### src/rtl/drs_pkg.sv
`default_nettype none

package drs_pkg;

    // default width of the speed references
    localparam int REF_WIDTH_DEF = 32;

    // fault word and ignore mask width
    localparam int FAULT_WIDTH = 16;

    // configuration register indexes
    localparam logic CFG_MASK_A = 1'b0;
    localparam logic CFG_MASK_B = 1'b1;

    // operator command codes
    localparam logic [1:0] CMD_RUN  = 2'd1;
    localparam logic [1:0] CMD_HALT = 2'd2;

    // auto tuning step that means finished
    localparam logic [2:0] TUNE_DONE_STEP = 3'd5;

    // drive operating states
    typedef enum logic [3:0] {
        ST_POWER_ON = 4'd0,
        ST_CALIB    = 4'd1,
        ST_STOP     = 4'd2,
        ST_READY    = 4'd3,
        ST_ACCEL    = 4'd4,
        ST_DECEL    = 4'd5,
        ST_RUN      = 4'd6,
        ST_TUNE     = 4'd7,
        ST_FAULT    = 4'd8
    } t_drive_state;

    // command and status flags of one input word
    typedef struct packed {
        logic [1:0] cmd;
        logic       calibration_done;
        logic       pwm_enabled;
        logic       ramp_rising;
        logic       ramp_falling;
        logic       tune_request;
        logic [2:0] tune_step;
        logic       fault_cleared;
    } t_flags;

    // outcome of one sequencer step
    typedef struct packed {
        t_drive_state state;
        logic         run_flag;
        logic         fault_hit;
    } t_step;

endpackage

`default_nettype wire

### src/rtl/drs_next.sv
`default_nettype none

module drs_next #(
    parameter int REF_WIDTH = drs_pkg::REF_WIDTH_DEF
) (
    input  wire drs_pkg::t_drive_state       i_state,
    input  wire                              i_run_flag,
    input  wire drs_pkg::t_flags             i_flags,
    input  wire [REF_WIDTH-1:0]              i_target_reference,
    input  wire [REF_WIDTH-1:0]              i_ramped_reference,
    input  wire [drs_pkg::FAULT_WIDTH-1:0]   i_fault_word_a,
    input  wire [drs_pkg::FAULT_WIDTH-1:0]   i_fault_word_b,
    input  wire [drs_pkg::FAULT_WIDTH-1:0]   i_mask_a,
    input  wire [drs_pkg::FAULT_WIDTH-1:0]   i_mask_b,
    output drs_pkg::t_step                   o_step
);
    import drs_pkg::*;

    logic         refs_eq;
    logic         tgt_zero;
    logic         fault_hit;
    logic         is_run;
    logic         is_stop;
    t_drive_state s;
    t_drive_state n_state;
    logic         n_run;

    // reference compares and unmasked fault detect
    assign refs_eq   = (i_target_reference == i_ramped_reference);
    assign tgt_zero  = (i_target_reference == '0);
    assign fault_hit = |(i_fault_word_a & ~i_mask_a) | |(i_fault_word_b & ~i_mask_b);
    assign is_run    = (i_flags.cmd == CMD_RUN);
    assign is_stop   = (i_flags.cmd == CMD_HALT);

    // fault overrides the current state before the transition rules
    assign s = fault_hit ? ST_FAULT : i_state;

    // transition rules
    always_comb begin
        n_state = s;
        n_run   = i_run_flag;
        case (s)
            ST_POWER_ON: begin
                n_state = ST_CALIB;
                n_run   = 1'b0;
            end
            ST_CALIB: begin
                if (i_flags.calibration_done) begin
                    n_state = ST_STOP;
                end
            end
            ST_STOP: begin
                if (is_run && !tgt_zero) begin
                    if (i_flags.pwm_enabled) begin
                        n_state = ST_ACCEL;
                    end
                    n_run = 1'b1;
                end else if (is_stop && !i_flags.pwm_enabled) begin
                    n_state = ST_READY;
                    n_run   = 1'b0;
                end
            end
            ST_READY: begin
                if (is_run) begin
                    n_state = ST_STOP;
                    n_run   = 1'b1;
                end else if (i_flags.tune_request) begin
                    n_state = ST_TUNE;
                    n_run   = 1'b1;
                end
            end
            ST_ACCEL: begin
                if (refs_eq) begin
                    n_state = ST_RUN;
                end
            end
            ST_DECEL: begin
                if (refs_eq) begin
                    if (tgt_zero) begin
                        n_state = ST_STOP;
                    end else if (is_run) begin
                        n_state = ST_RUN;
                    end
                end else if (i_flags.ramp_rising) begin
                    n_state = ST_ACCEL;
                end
            end
            ST_RUN: begin
                if (refs_eq && tgt_zero) begin
                    n_state = ST_STOP;
                end else if (i_flags.ramp_rising) begin
                    n_state = ST_ACCEL;
                end else if (i_flags.ramp_falling) begin
                    n_state = ST_DECEL;
                end
            end
            ST_TUNE: begin
                if (!i_flags.tune_request && i_flags.tune_step == TUNE_DONE_STEP) begin
                    n_state = ST_STOP;
                end
            end
            ST_FAULT: begin
                n_run = 1'b0;
                if (i_flags.fault_cleared) begin
                    n_state = ST_STOP;
                end
            end
            default: begin
                n_state = s;
                n_run   = i_run_flag;
            end
        endcase
    end

    assign o_step.state     = n_state;
    assign o_step.run_flag  = n_run;
    assign o_step.fault_hit = fault_hit;

endmodule

`default_nettype wire

### src/rtl/drive_run_state_sequencer_unit.sv
`default_nettype none

// channel   direction  handshake                   payload
// -------   ---------  --------------------------  -------------------------------------
// input     in         i_in_valid / o_in_stall      i_cmd .. i_fault_cleared
// output    out        o_out_valid / i_out_stall    o_drive_state, o_run_status
// config    in         i_cfg_we                     i_cfg_addr, i_cfg_wdata
//
// one word per cycle while the output is not stalled; a word is registered in the input register,
// stepped through the state logic, and its result is presented on the output from the result registers.
// the state loop is one register stage: state and result update together.
// synchronous active-low reset puts the drive in power-on with run flag and masks clear.
// a stalled output holds its word; the input register keeps taking words while the
// output register can drain or is empty.

module drive_run_state_sequencer_unit #(
    parameter int REF_WIDTH = drs_pkg::REF_WIDTH_DEF
) (
    input  wire                             i_clk,
    input  wire                             i_rst_n,
    // configuration
    input  wire                             i_cfg_we,
    input  wire                             i_cfg_addr,
    input  wire [drs_pkg::FAULT_WIDTH-1:0]  i_cfg_wdata,
    // input word
    input  wire                             i_in_valid,
    output logic                            o_in_stall,
    input  wire [1:0]                       i_cmd,
    input  wire signed [REF_WIDTH-1:0]      i_target_reference,
    input  wire signed [REF_WIDTH-1:0]      i_ramped_reference,
    input  wire [drs_pkg::FAULT_WIDTH-1:0]  i_fault_word_a,
    input  wire [drs_pkg::FAULT_WIDTH-1:0]  i_fault_word_b,
    input  wire                             i_calibration_done,
    input  wire                             i_pwm_enabled,
    input  wire                             i_ramp_rising,
    input  wire                             i_ramp_falling,
    input  wire                             i_tune_request,
    input  wire [2:0]                       i_tune_step,
    input  wire                             i_fault_cleared,
    // result word
    output logic                            o_out_valid,
    input  wire                             i_out_stall,
    output logic [3:0]                      o_drive_state,
    output logic                            o_run_status
);
    import drs_pkg::*;

    logic [FAULT_WIDTH-1:0] r_mask_a;
    logic [FAULT_WIDTH-1:0] r_mask_b;

    logic                   r_in_valid;
    t_flags                 r_flags;
    logic [REF_WIDTH-1:0]   r_tgt;
    logic [REF_WIDTH-1:0]   r_rmp;
    logic [FAULT_WIDTH-1:0] r_fa;
    logic [FAULT_WIDTH-1:0] r_fb;

    t_drive_state           r_state;
    logic                   r_run_flag;
    logic                   r_out_valid;
    logic [3:0]             r_out_state;
    logic                   r_out_run;

    logic                   in_take;
    logic                   advance;
    t_flags                 n_flags;
    t_step                  step;

    // handshake control
    assign advance    = r_in_valid && (!r_out_valid || !i_out_stall);
    assign o_in_stall = r_in_valid && !advance;
    assign in_take    = i_in_valid && !o_in_stall;

    // fault ignore masks
    always_ff @(posedge i_clk) begin
        if (!i_rst_n) begin
            r_mask_a <= '0;
            r_mask_b <= '0;
        end else if (i_cfg_we) begin
            case (i_cfg_addr)
                CFG_MASK_A: r_mask_a <= i_cfg_wdata;
                CFG_MASK_B: r_mask_b <= i_cfg_wdata;
                default:    r_mask_a <= r_mask_a;
            endcase
        end
    end

    // input register
    assign n_flags.cmd              = i_cmd;
    assign n_flags.calibration_done = i_calibration_done;
    assign n_flags.pwm_enabled      = i_pwm_enabled;
    assign n_flags.ramp_rising      = i_ramp_rising;
    assign n_flags.ramp_falling     = i_ramp_falling;
    assign n_flags.tune_request     = i_tune_request;
    assign n_flags.tune_step        = i_tune_step;
    assign n_flags.fault_cleared    = i_fault_cleared;

    always_ff @(posedge i_clk) begin
        if (!i_rst_n) begin
            r_in_valid <= 1'b0;
        end else if (in_take) begin
            r_in_valid <= 1'b1;
        end else if (advance) begin
            r_in_valid <= 1'b0;
        end
    end

    always_ff @(posedge i_clk) begin
        if (in_take) begin
            r_flags <= n_flags;
            r_tgt   <= i_target_reference;
            r_rmp   <= i_ramped_reference;
            r_fa    <= i_fault_word_a;
            r_fb    <= i_fault_word_b;
        end
    end

    // next-state logic
    drs_next #(
        .REF_WIDTH (REF_WIDTH)
    ) u_next (
        .i_state            (r_state),
        .i_run_flag         (r_run_flag),
        .i_flags            (r_flags),
        .i_target_reference (r_tgt),
        .i_ramped_reference (r_rmp),
        .i_fault_word_a     (r_fa),
        .i_fault_word_b     (r_fb),
        .i_mask_a           (r_mask_a),
        .i_mask_b           (r_mask_b),
        .o_step             (step)
    );

    // state and result registers
    always_ff @(posedge i_clk) begin
        if (!i_rst_n) begin
            r_state     <= ST_POWER_ON;
            r_run_flag  <= 1'b0;
            r_out_valid <= 1'b0;
        end else begin
            if (advance) begin
                r_state    <= step.state;
                r_run_flag <= step.run_flag;
            end
            if (advance) begin
                r_out_valid <= 1'b1;
            end else if (!i_out_stall) begin
                r_out_valid <= 1'b0;
            end
        end
    end

    always_ff @(posedge i_clk) begin
        if (advance) begin
            r_out_state <= 4'(step.state);
            r_out_run   <= step.run_flag;
        end
    end

    assign o_out_valid   = r_out_valid;
    assign o_drive_state = r_out_state;
    assign o_run_status  = r_out_run;

    // an unmasked fault lands in fault, or in stop when fault cleared is set, with the run flag clear
    a_fault_forces: assert property (@(posedge i_clk) disable iff (!i_rst_n)
        advance && step.fault_hit |=>
            (r_state == ST_FAULT || r_state == ST_STOP) && !r_run_flag)
        else $error("unmasked fault did not force fault handling");

    // the shown result always matches the held state
    a_out_tracks_state: assert property (@(posedge i_clk) disable iff (!i_rst_n)
        o_out_valid |-> (o_drive_state == 4'(r_state)) && (o_run_status == r_run_flag))
        else $error("result word disagrees with state register");

    // ready and fault never report a pending run
    a_idle_no_run: assert property (@(posedge i_clk) disable iff (!i_rst_n)
        (r_state == ST_READY || r_state == ST_FAULT) |-> !r_run_flag)
        else $error("run flag set in ready or fault");

endmodule

`default_nettype wire
### config.mk
export PLATFORM = sky130hd
export DESIGN_NAME = drive_run_state_sequencer_unit
export DESIGN_NICKNAME = d
export VERILOG_FILES = /design/src/rtl/drs_pkg.sv /design/src/rtl/drs_next.sv /design/src/rtl/drive_run_state_sequencer_unit.sv
export SDC_FILE = /design/constraint.sdc
export NUM_CORES = 1
export LEC_CHECK = 0
export ABC_AREA = 1
export BUFFER_PORTS_ARGS = -buffer_cell sky130_fd_sc_hd__buf_4
export CAP_MARGIN = 10
export CELL_PAD_IN_SITES_DETAIL_PLACEMENT = 0
export CELL_PAD_IN_SITES_GLOBAL_PLACEMENT = 1
export CORE_MARGIN = 2
export CORE_UTILIZATION = 45
export DETAILED_ROUTE_END_ITERATION = 8
export GPL_ROUTABILITY_DRIVEN = 0
export PLACE_DENSITY_LB_ADDON = 0.1
export SLEW_MARGIN = 40
export SYNTH_ARGS = -nofsm -noshare
export SYNTH_HDL_FRONTEND = slang
export SYNTH_SLANG_ARGS = --single-unit
### constraint.sdc
create_clock -name i_clk -period 8.8 [get_ports i_clk]
set_input_delay 0.88 -clock i_clk [delete_from_list [all_inputs] [get_ports i_clk]]
set_output_delay 0.88 -clock i_clk [all_outputs]
set_load 0.02 [all_outputs]
; After elaboration in Yosys (flattened, before gate mapping)
; Cells that the tools add are included.
[totals]
regBits = 151
input_bits = 129
output_inout_bits = 7
wordCells = 89
[op_classes]
eq_ne = 13
mux = 27
bitwise_logic = 6
n_reduce_logical = 23
[op_table]
columns = operator, count
row1 = $mux W4, 17
row2 = $pmux W4 S9, 1
row3 = $and A16 B16 Y16, 2
row4 = $eq A32 B32 Y1, 1
row5 = $logic_not A32 Y1, 1
row6 = $not A16 Y16, 2
row7 = $reduce_or A16 Y1, 2
row8 = $eq A4 B3 Y1 const B, 4
row9 = $eq A4 B2 Y1 const B, 2
row10 = $mux W1, 8
row11 = $logic_and A1 B1 Y1, 7
row12 = $logic_not A1 Y1, 7
row13 = $eq A4 B1 Y1 const B, 1
row14 = $eq A4 B4 Y1 const B, 1
row15 = $logic_not A4 Y1, 1
row16 = $reduce_and A2 Y1, 2
row17 = $eq A3 B3 Y1 const B, 1
row18 = $pmux W1 S3, 1
row19 = $eq A2 B1 Y1 const B, 1
row20 = $eq A2 B2 Y1 const B, 1
row21 = $ne A2 B1 Y1 const B, 1
row22 = $reduce_bool A2 Y1, 1
row23 = $reduce_or A2 Y1, 1
row24 = $logic_or A1 B1 Y1, 1
row25 = other kinds (2), 2

; Depth between registers and ports, before layout
[depth]
ltp_word = 9
depth_mapped = 16
mapped_depth_nobuf = 16

; By module
; From an unflattened synthesis, not the netlist that was laid out.
[unflattened]
hier_cells = 665
hier_area_um2 = 6496.2
[by_module_without_submodules]
columns = module, instances, cells_per_inst, area_each_um2, seq_area_each_um2
row1 = drive_run_state_sequencer_unit, 1, 317, 4949.7, 4144.0
row2 = drs_next, 1, 348, 1546.5, 0.0

; Worst setup path before layout
; Ideal clock, no wire load.
[synth_path]
path_kind = input port to flip-flop
start = input port i_out_stall
end = register r_fa[0] (enable)
setup_time_ps = 461
t_arrival_ps = 3298
required_ps = 8339
setup_slack_ps = 5042
cell_stages = 5
path_buffers = 0
cell_sequence = nand2_1 nor2_1 inv_1 nand2_1 inv_1
[synth_via]
elab_chain_len = 7
[synth_rtl]
columns = item, line
row1 = "start, declared", drive_run_state_sequencer_unit.sv:42  ; input wire i_out_stall,
row2 = $logic_not A1 Y1, --
row3 = $logic_or A1 B1 Y1, drive_run_state_sequencer_unit.sv:70  ; assign advance = r_in_valid && (!r_out_valid || !i_out_stall);
row4 = $logic_and A1 B1 Y1, drive_run_state_sequencer_unit.sv:70
row5 = $logic_not A1 Y1, drive_run_state_sequencer_unit.sv:71  ; assign o_in_stall = r_in_valid && !advance;
row6 = $logic_and A1 B1 Y1, drive_run_state_sequencer_unit.sv:71
row7 = net o_in_stall, drive_run_state_sequencer_unit.sv:27  ; output logic o_in_stall,
row8 = $logic_not A1 Y1, drive_run_state_sequencer_unit.sv:72  ; assign in_take = i_in_valid && !o_in_stall;
row9 = $logic_and A1 B1 Y1, drive_run_state_sequencer_unit.sv:72
row10 = net in_take, drive_run_state_sequencer_unit.sv:64  ; logic in_take;
row11 = "end signal, assigned", drive_run_state_sequencer_unit.sv:113  ; r_fa <= i_fault_word_a;
row12 = "end, declared", drive_run_state_sequencer_unit.sv:55  ; logic [FAULT_WIDTH-1:0] r_fa;
; The timed path passes the listed nets, and every way through them passes these cells.
; A chain may end at the register's enable or synchronous reset.

; Worst setup path after layout
[layout_path]
start = input port i_out_stall
end = register r_tgt[10] (enable)
[layout_via]
elab_chain_len = 7
[layout_rtl]
columns = item, line
row1 = $logic_not A1 Y1, --
row2 = $logic_or A1 B1 Y1, drive_run_state_sequencer_unit.sv:70
row3 = $logic_and A1 B1 Y1, drive_run_state_sequencer_unit.sv:70
row4 = $logic_not A1 Y1, drive_run_state_sequencer_unit.sv:71
row5 = $logic_and A1 B1 Y1, drive_run_state_sequencer_unit.sv:71
row6 = $logic_not A1 Y1, drive_run_state_sequencer_unit.sv:72
row7 = $logic_and A1 B1 Y1, drive_run_state_sequencer_unit.sv:72
row8 = net in_take, drive_run_state_sequencer_unit.sv:64
row9 = "end signal, assigned", drive_run_state_sequencer_unit.sv:111  ; r_tgt <= i_target_reference;
row10 = "end, declared", drive_run_state_sequencer_unit.sv:53  ; logic [REF_WIDTH-1:0] r_tgt;
; The timed path passes the listed nets, and every way through them passes these cells.

==> impl_metrics.py <==
metrics = {
    "finish": {
        "regArea_um2": 4140,
        "syn2layout_area_growth_pct": 29.3,
        "drive_above_1_share": 0.265,
        "nFillCells": 1153,
        "n_antenna_cell": 0,
        "final_common_cell": "buf_4",
        "multi_input_area_um2": 1720,
        "fin_area_um2": 8010,
        "nets": 863,
        "finalNonFillerCells": 923,
        "most-common-layout-cells": "buf_4 (136), nand2_1 (121), edfxtp_1 (112), inv_1 (76), nor2_1 (72)",
        "utilization": 0.600,
    },
    "global_route": {
        "grtUsageTotal": 0.185,
        "first_global_vias": 4289,
        "overflow": 0,
        "grt_max_degree": 41,
        "antenna_found_initial": 0,
        "grt_first_pass_wirelength_um": 20300,
    },
    "route": {
        "drt_iter0_drc": 261,
        "viasPerCell": 4.61,
        "wl_um": 12500,
        "drtPass1Iterations": 5,
        "drc": 0,
        "detail-route-antenna-nets": 0,
        "via_count": 4251,
        "wl_per_cell_um": 13.6,
    },
    "logic_synthesis": {
        "yosysWarningCount": 0,
        "avgSynthCellArea_um2": 10.6,
        "netlist.area_leader.share": 0.543,
        "synth_top_area_cell": "edfxtp_1",
        "syn_nets": 714,
        "synth.ff_latch_count": 151,
        "ys_top_cells_by_area": "edfxtp_1 (54%), dfxtp_1 (13%), nand2_1 (7.4%)",
        "synth_cells": 585,
        "syn_area_um2": 6190,
        "seq_area_frac_synth": 0.669,
        "synth.distinct_cells": 25,
    },
    "critical_path": {
        "critical_path_arrival_ns": 2.48,
        "worstSetupEndpointType": "flip-flop",
        "criticalPathCategory": "in2reg",
        "cp_max_fo": 40,
        "cp.required_ns": 8.91,
        "crit_path_start_kind": "input port",
        "reg2reg_depth": 7,
    },
    "placed_design": {
        "io_buffers": 135,
        "placed_cell_area_um2": 7430,
        "dpl.cell_count": 891,
        "dp_hpwl_um": 9210,
        "pre_cts_ws_ns": 5.97,
    },
    "clock_network": {
        "h-tree-depth": 4,
        "insertion_delay_ns": 0.42,
        "clkSlewWorstSetupHoldPaths_ns": 0.06,
        "cts_tree": "done",
        "ctsHoldBuffers": 0,
        "cts_root_buf": "clkbuf_16",
        "clock_sinks": 151,
        "cts_buffer_depth": 2,
        "cts_buffers": 17,
        "cts_resized": 0,
        "post-cts-setup-buffers": 0,
    },
    "die": {
        "io_pins": 136,
        "die_h_um": 121,
        "std_cell_rows": 42,
        "die-area_um2": 14700,
        "initial_core_util": 0.464,
        "die_w_um": 121,
        "core_um2": 13300,
    },
    "timing": {
        "report.final.hold_viol_count": 0,
        "worst_slack_ns": 6.43,
        "finalClockSkew_ns": 0.0175,
        "slew_headroom": 0.544,
        "setup_viol": 0,
        "max_freq_mhz": 423,
        "fin_crit_ns": 2.37,
        "fin_crit_sh": 0.269,
        "slew_violations": 0,
        "rsz0062_at_grt": "no",
        "worst_slew_pin_slew_ns": 0.683,
        "setup_tns_ns": 0,
    },
    "pwr": {
        "clkPwrFrac": 0.419,
        "ir_drop_uv": 137,
        "power.leakage_nw": 3.46,
        "switching_share": 0.218,
        "comb_power_share": 0.077,
        "p_seq_frac": 0.504,
        "p_sw_mw": 0.360,
        "powerDensity_nw_per_um2": 206,
        "p_int_mw": 1.29,
    },
    "run": {
        "drv_cap": 0,
    },
    "worst_hold_path": {
        "hold_class": "reg2reg",
        "min_delay_path_depth": 2,
    },
    "outcome": {
        "status": "completed",
    },
}
## logic make-up after synthesis
group / synth area share
AOI/OAI and AO/OA: 0.0673
xor gates and xnor gates: 0.0325
buffers and inverters: 0.0540
DFF: 0.669
and+or+nand+nor: 0.177
## final cells by class
type                       instances  share of cell area
timing repair buffer             137               0.130
clock inverter                     9              0.0116
clock buffer                      23              0.0597
multi-input combinational        345               0.215
inverter                          82              0.0388
tap                              176              0.0275
sequential                       151               0.518
## routing by layer
| metal | share of wire | vias up | wire, um | track usage |
|---|---|---|---|---|
| met1 | 0.45 | 1921 | 5620 | 0.230 |
| met5 | 0 | - | 0 | 0 |
| met4 | 0.0090 | 0 | 113 | 0.0697 |
| met3 | 0.048 | 8 | 600 | 0.0639 |
| met2 | 0.49 | 96 | 6190 | 0.298 |
| li1 | - | 2226 | - | - |
## Yosys cell counts (all sizes together)
master / n
xnor2: 23
nand3: 17
dfxtp: 39
nand4: 11
a21oi: 25
nand2: 125
nor3: 3
edfxtp: 112
o211ai: 1
nor2: 85
clkbuf: 7
o21a: 1
nand3b: 2
inv: 82
o21ai: 52
## sequential cells by signal, summed over array words and instances (netlist names)
signal and count:
o_run_status 1, r_rmp 32, r_fa 16, r_fb 16
o_drive_state 4, r_tgt 32, r_mask_a 16, r_flags 11
o_out_valid 1, r_run_flag 1, r_state 4, r_in_valid 1
r_mask_b 16
## stage by stage
step | hold slack (ns) | power [mW]
2_1_floorplan | 0.422 | 0.907
3_3_place_gp | 0.434 | 0.971
3_5_place_dp | 0.436 | 0.975
4_1_cts | 0.445 | 1.67
5_1_grt | 0.478 | 1.72
6_report | 0.445 | 1.65
## power groups by stage
stage | logic (mW) | clock network (mW) | registers [mW]
4_1_cts | 0.129 | 0.712 | 0.832
5_1_grt | 0.144 | 0.741 | 0.836
3_3_place_gp | 0.125 | 0 | 0.846
2_1_floorplan | 0.0626 | 0 | 0.845
6_report | 0.128 | 0.692 | 0.831
3_5_place_dp | 0.129 | 0 | 0.847
## critical path, stage by stage
cell	delay, ns
buf_4	0.10
nand2_1	0.10
nor2_1	0.07
inv_1	0.06
nand2_1	0.09
inv_4	0.33
buf_4	0.49
buf_12	0.29
## path summary, 6_finish.rpt
kind              slack (ns)   startpoint     endpoint
setup reg to reg        6.69  o_out_valid    r_tgt[10]
hold reg to reg         0.44  r_mask_b[9]  r_mask_b[9]
setup / recovery        6.43  i_out_stall    r_tgt[10]
hold / removal          0.44  r_mask_b[9]  r_mask_b[9]
Note: power is estimated with default switching activity, not from simulation.
